==> config.mk <==
export PLATFORM = sky130hd
export DESIGN_NAME = def_level
export DESIGN_NICKNAME = d
export VERILOG_FILES = /design/src/rtl/def_pkg.sv /design/src/rtl/def_level.sv
export SDC_FILE = /design/constraint.sdc
export NUM_CORES = 1
export LEC_CHECK = 0
export ABC_CLOCK_PERIOD_IN_PS = 7400
export BUFFER_PORTS_ARGS = -buffer_cell sky130_fd_sc_hd__buf_4
export CORE_UTILIZATION = 25
export DETAILED_ROUTE_END_ITERATION = 16
export PLACE_DENSITY_LB_ADDON = 0.15
export SLEW_MARGIN = 20
export SYNTH_ARGS = -nofsm -noshare
export SYNTH_HDL_FRONTEND = slang
export SYNTH_SLANG_ARGS = --single-unit
==> constraint.sdc <==
create_clock -name vclk -period 7.4
set_input_delay 0.74 -clock vclk [all_inputs]
set_output_delay 0.74 -clock vclk [all_outputs]
set_load 0.02 [all_outputs]
==> src/rtl/def_pkg.sv <==
// def_pkg: shared types and constants for the diagonal emboss filter.
// Used by def_line_store, def_level and diagonal_emboss_filter.
package def_pkg;

   localparam int MAX_WIDTH = 2048;
   localparam int COL_W     = $clog2(MAX_WIDTH);
   localparam int WIDTH_W   = 12;

   localparam logic [WIDTH_W-1:0] WIDTH_RESET = 12'd640;
   localparam logic [WIDTH_W-1:0] WIDTH_MIN   = 12'd2;
   localparam logic [WIDTH_W-1:0] WIDTH_MAX   = WIDTH_W'(MAX_WIDTH);

   localparam logic [7:0] MID_LEVEL = 8'd128;
   localparam logic [7:0] MAX_LEVEL = 8'd255;

   typedef struct packed {
      logic [7:0] red;
      logic [7:0] green;
      logic [7:0] blue;
   } pixel_type;

endpackage

==> src/rtl/def_level.sv <==
// def_level: picks the largest-magnitude channel difference against the
// diagonal neighbor, offsets by 128 and clamps. Depends on def_pkg.
module def_level
   import def_pkg::*;
(
   input  pixel_type  cur,
   input  pixel_type  diag,
   input  logic       border,
   output logic [7:0] level
);

   logic signed [9:0] db, dg, dr;
   logic        [8:0] ab, ag, ar;
   logic signed [9:0] pick;
   logic signed [9:0] sum;

   always_comb begin
      db = $signed({2'b00, cur.blue})  - $signed({2'b00, diag.blue});
      dg = $signed({2'b00, cur.green}) - $signed({2'b00, diag.green});
      dr = $signed({2'b00, cur.red})   - $signed({2'b00, diag.red});
      ab = db[9] ? 9'(-db) : db[8:0];
      ag = dg[9] ? 9'(-dg) : dg[8:0];
      ar = dr[9] ? 9'(-dr) : dr[8:0];

      if (ar < ab) begin
         pick = (ab < ag) ? dg : db;
      end else begin
         pick = (ar < ag) ? dg : dr;
      end
      sum = pick + 10'sd128;

      if (border) begin
         level = MID_LEVEL;
      end else if (sum < 10'sd0) begin
         level = 8'd0;
      end else if (sum > 10'sd255) begin
         level = MAX_LEVEL;
      end else begin
         level = sum[7:0];
      end
   end

endmodule

== Yosys cells after proc, flatten, opt, wreduce, memory -nomap -nowiden ==
Index checks and enable logic that the tools add are counted.
Word-level totals
  register bits after elaboration: 0
  input bits: 49
  output and inout bits: 8
Operators by class
  add/subtract/negate cells: 7
  magnitude comparators: 5
  muxes and demuxes: 9
Operator list (number)
  two-way mux 10 bit: 3
  less-than comparator 9 bit: 3
  two-way mux 9 bit: 3
  negator 9 bit: 3
  subtractor 8 x 8 -> 9 bit: 3
  two-way mux 8 bit: 3
  adder 10 x 9 -> 10 bit (second input constant): 1
  > comparator 10 x 9 -> 1 bit (second input constant): 1
  less-than comparator 10 x 1 -> 1 bit (second input constant): 1

== Logic depth before layout (Yosys ltp) ==
  depth in word-level cells: 11
  depth in mapped cells: 22
  depth with buffers taken out: 22

== Worst setup path after synthesis ==
No wires, ideal clock.
  path kind: input -> output
  from: input cur[0] in the netlist's numbering
  to: output level[0]
  arrival time: 4.810 ns
  path slack: 1.850 ns
  cell stages on the path: 20
  buffers on the path: 0
  cell sequence: inv_1 ha_1 inv_1 fa_1 a21o_1 nand4_1 o211ai_1 a31oi_1 and2_1 xor2_1 inv_1 ha_1 a211oi_1 o21a_1 or2_2 and2_1 a31o_2 a22oi_4 o211ai_2 a221oi_1
On the way
  longest elaborated chain between the ends: 11
  elaborated cells on any way between the ends: 13
  classes of those cells: 3 x add/sub; 4 x order compare; 6 x mux
Ends and longest elaborated chain
  start, declared: RTL line def_level.sv:6  | input pixel_type cur,
  subtractor 8 x 8 -> 9 bit (*): RTL line def_level.sv:18  | db = $signed({2'b00, cur.blue}) - $signed({2'b00, diag.blue});
  negator 9 bit: RTL line def_level.sv:21  | ab = db[9] ? 9'(-db) : db[8:0];
  two-way mux 9 bit: RTL line def_level.sv:21
  less-than comparator 9 bit: RTL line def_level.sv:26  | pick = (ab < ag) ? dg : db;
  two-way mux 10 bit: RTL line def_level.sv:26
  two-way mux 10 bit (*): RTL line def_level.sv:25  | if (ar < ab) begin
  adder 10 x 9 -> 10 bit (*): RTL line def_level.sv:30  | sum = pick + 10'sd128;
  > comparator 10 x 9 -> 1 bit: RTL line def_level.sv:36  | end else if (sum > 10'sd255) begin
  two-way mux 8 bit: RTL line def_level.sv:36
  two-way mux 8 bit (*): RTL line def_level.sv:34  | end else if (sum < 10'sd0) begin
  two-way mux 8 bit (*): RTL line def_level.sv:32  | if (border) begin
  end, declared: RTL line def_level.sv:9  | output logic [7:0] level
Every way passes the cells marked *; elsewhere a longest branch is shown, timed or not.

== Final worst setup path ==
  from: input cur[16] in the netlist's numbering
  to: output level[4]
On the way
  longest elaborated chain between the ends: 11
  elaborated cells on any way between the ends: 13
  classes of those cells: 3 x add/sub; 4 x order compare; 6 x mux
Ends and longest elaborated chain
  subtractor 8 x 8 -> 9 bit (*): RTL line def_level.sv:20  | dr = $signed({2'b00, cur.red}) - $signed({2'b00, diag.red});
  negator 9 bit: RTL line def_level.sv:23  | ar = dr[9] ? 9'(-dr) : dr[8:0];
  two-way mux 9 bit: RTL line def_level.sv:23
  less-than comparator 9 bit: RTL line def_level.sv:28  | pick = (ar < ag) ? dg : dr;
  two-way mux 10 bit: RTL line def_level.sv:28
  two-way mux 10 bit (*): RTL line def_level.sv:25
  adder 10 x 9 -> 10 bit (*): RTL line def_level.sv:30
  > comparator 10 x 9 -> 1 bit: RTL line def_level.sv:36
  two-way mux 8 bit: RTL line def_level.sv:36
  two-way mux 8 bit (*): RTL line def_level.sv:34
  two-way mux 8 bit (*): RTL line def_level.sv:32
Marks and branches as above.

==> reports/qor.csv <==
metric,value,unit
run status,"finished, final reports clean",
Psw,0.463,mW
syn nets,434,
top cell type's share of synthesized area,0.236,
number of post-CTS setup repair buffers,0,
peak supply drop,95.6,uV
ant diodes,0,
placed cell areas,0.00308,sq mm
cell area power density,260,mW/mm^2
largest net degree at the start of global routing,11,
DRC violations left,0,
WP data arrival,5.26,ns
Top Layer Used,met4,
CP Class,input pin to primary output,
Simple-Gate Fraction of Synth Area,0.194,
Die H,102,microns
CTS resizes,0,
crit start category,input pin,
Pre-Repair DR Iteration Count,4,
Filler cells,1082,
met3 WL,187,microns
full die area,0.0104,sq mm
die width,102,microns
area grow syn2layout,23.4,%
DRT iter0 DRCs,86,
GRT Util Overall,0.134,
area share of fa/ha/maj cells after synthesis,0.260,
Fmax,167,MHz
Total Power,0.801,mW
number of sequential cells,0,
DR WL met2,3330,microns
DRT Wirelength,6890,microns
# clk buffers,0,
DP HPWL,5960,microns
Post-CTS Hold Buffers,0,
post-layout min period,6.00,ns
setup violators final,0,
Synth Area in XOR/XNOR,0.112,
hold path depth,3,
metal1 wirelength,3310,microns
Storage cell area,0,sq um
initial core utilization,0.256,
"Req. time, crit path",6.66,ns
Slew HR,0.427,
port bufs,57,
final antenna-violating net count,0,
Min-Delay Path Class,input pin to primary output,
Final Instance Count excl. Fillers,523,
WL per Instance,13.2,microns
Overflow after GRT,0,
Worst Path Max Fanout,10,
post-synthesis mux area share,0.0120,
first-pass GRT wire length,11500,microns
Ys Warns,0,
"Core Util, Final",0.316,
Final Hold Fails,0,
largest cells by area after synthesis,"ha_1, inv_1, xnor2_1, xor2_1, a21oi_1",
layout cells sized above 1,0.200,
Syn Inst Count,335,
post-route setup slack,1.40,ns
Clock power frac,0,
Cell variety after synth,65,
I/O pins,57,
Inst Count DP,523,
max_cap viols,0,
Vias/cell,4.95,
Core ar.,0.00973,sq mm
final period utilization,0.810,
"top cells by count, synth","ha_1, inv_1, nor2_1",
Total Neg Setup Slack,0,ns
initial antenna violation count,0,
largest family of logic cells by synthesized area,compound AO/OA/AOI/OAI gates,
Int Power,0.338,mW
Final Hold Slack,1.81,ns
synthesized cell area,0.00249,sq mm
GPL Wtd Cong,0.878,
DP Worst Slack,1.42,ns
Final Max Slew Viols,0,
leakage,1.56,nW
post-synthesis compound-gate area fraction,0.347,
RSZ-0062 raised after global routing,false,
Least-Margin Pin Slew,0.847,ns
# rows,36,
Vias,2587,
combinational power share,1.000,
nets@finish,491,
final instance area,0.00308,sq mm
cell taking the most area after synthesis,ha_1,
"Seq/Total Area, Yosys",0,
vias in the first global route,2458,
Switching Fraction,0.578,
most numerous cell in the Yosys netlist,ha_1,
Syn Area/Cell,7.44,sq um
Worst setup EP type,primary output,
sequential fraction of design power,0,
-- cell usage in the layout (no fill, tap or decap), drive strengths merged, types with 4 or more instances in the layout --
master / Yosys / final
inv: 47 / 47
xnor2: 18 / 18
a31o: 4 / 4
a21o: 15 / 15
o21ai: 15 / 15
xor2: 14 / 14
nor2: 25 / 25
nand2: 16 / 16
and3: 6 / 6
nand2b: 10 / 10
buf: 2 / 57
nand3: 8 / 8
o211ai: 4 / 4
or2: 4 / 4
ha: 47 / 47
a221oi: 8 / 8
a21oi: 24 / 24
a222oi: 5 / 5
nor3: 4 / 4
o21a: 4 / 4
-- layer usage --
metal / global-route usage / vias up
met5: 0 / -
met4: 0.0132 / 0
met3: 0 / 2
met2: 0.255 / 51
met1: 0.177 / 1181
li1: - / 1353
-- area by class of cell --
class | count | area (sq um) | share of cell area
repair buffers | 57 | 428 | 0.139
inverters | 47 | 176 | 0.0573
well taps | 133 | 166 | 0.0541
multi-input cells | 286 | 2310 | 0.750
-- final timing paths --
| kind | start | endpoint | slack [ns] |
|---|---|---|---|
| worst min-delay path | border | level[6] | 1.81 |
| worst max-delay path | cur[16] | level[4] | 1.40 |
-- power groups by stage --
stage	Sequential [mW]	Combinational, mW	Clock [mW]
after floorplan	0	0.584	0
after global placement	0	0.785	0
after detailed placement	0	0.794	0
after CTS	0	0.797	0
after global routing	0	0.888	0
final	0	0.801	0
-- logic make-up (layout without fill, tap and decap cells) --
logic type,Yosys count,count (layout)
mux,3,3
fa+ha+maj,50,50
compound gates,109,109
buf+inv,49,104
xor+xnor,32,32
simple gates,92,92
-- critical path, cell delays in order --
cell and delay (ns):
buf_4 0.11, inv_1 0.05, ha_1 0.15, inv_1 0.05, fa_1 0.40, a21o_1 0.20, o2bb2ai_2 0.15, a311oi_4 0.58
inv_2 0.08, a31o_1 0.21, xor2_1 0.37, ha_1 0.25, nand2b_1 0.11, a21oi_1 0.07, or2_2 0.35, and2_1 0.17
a31o_2 0.28, a22oi_4 0.23, o211ai_2 0.19, a221oi_1 0.31, buf_4 0.20
No activity file was read; power rests on OpenSTA's default activity.
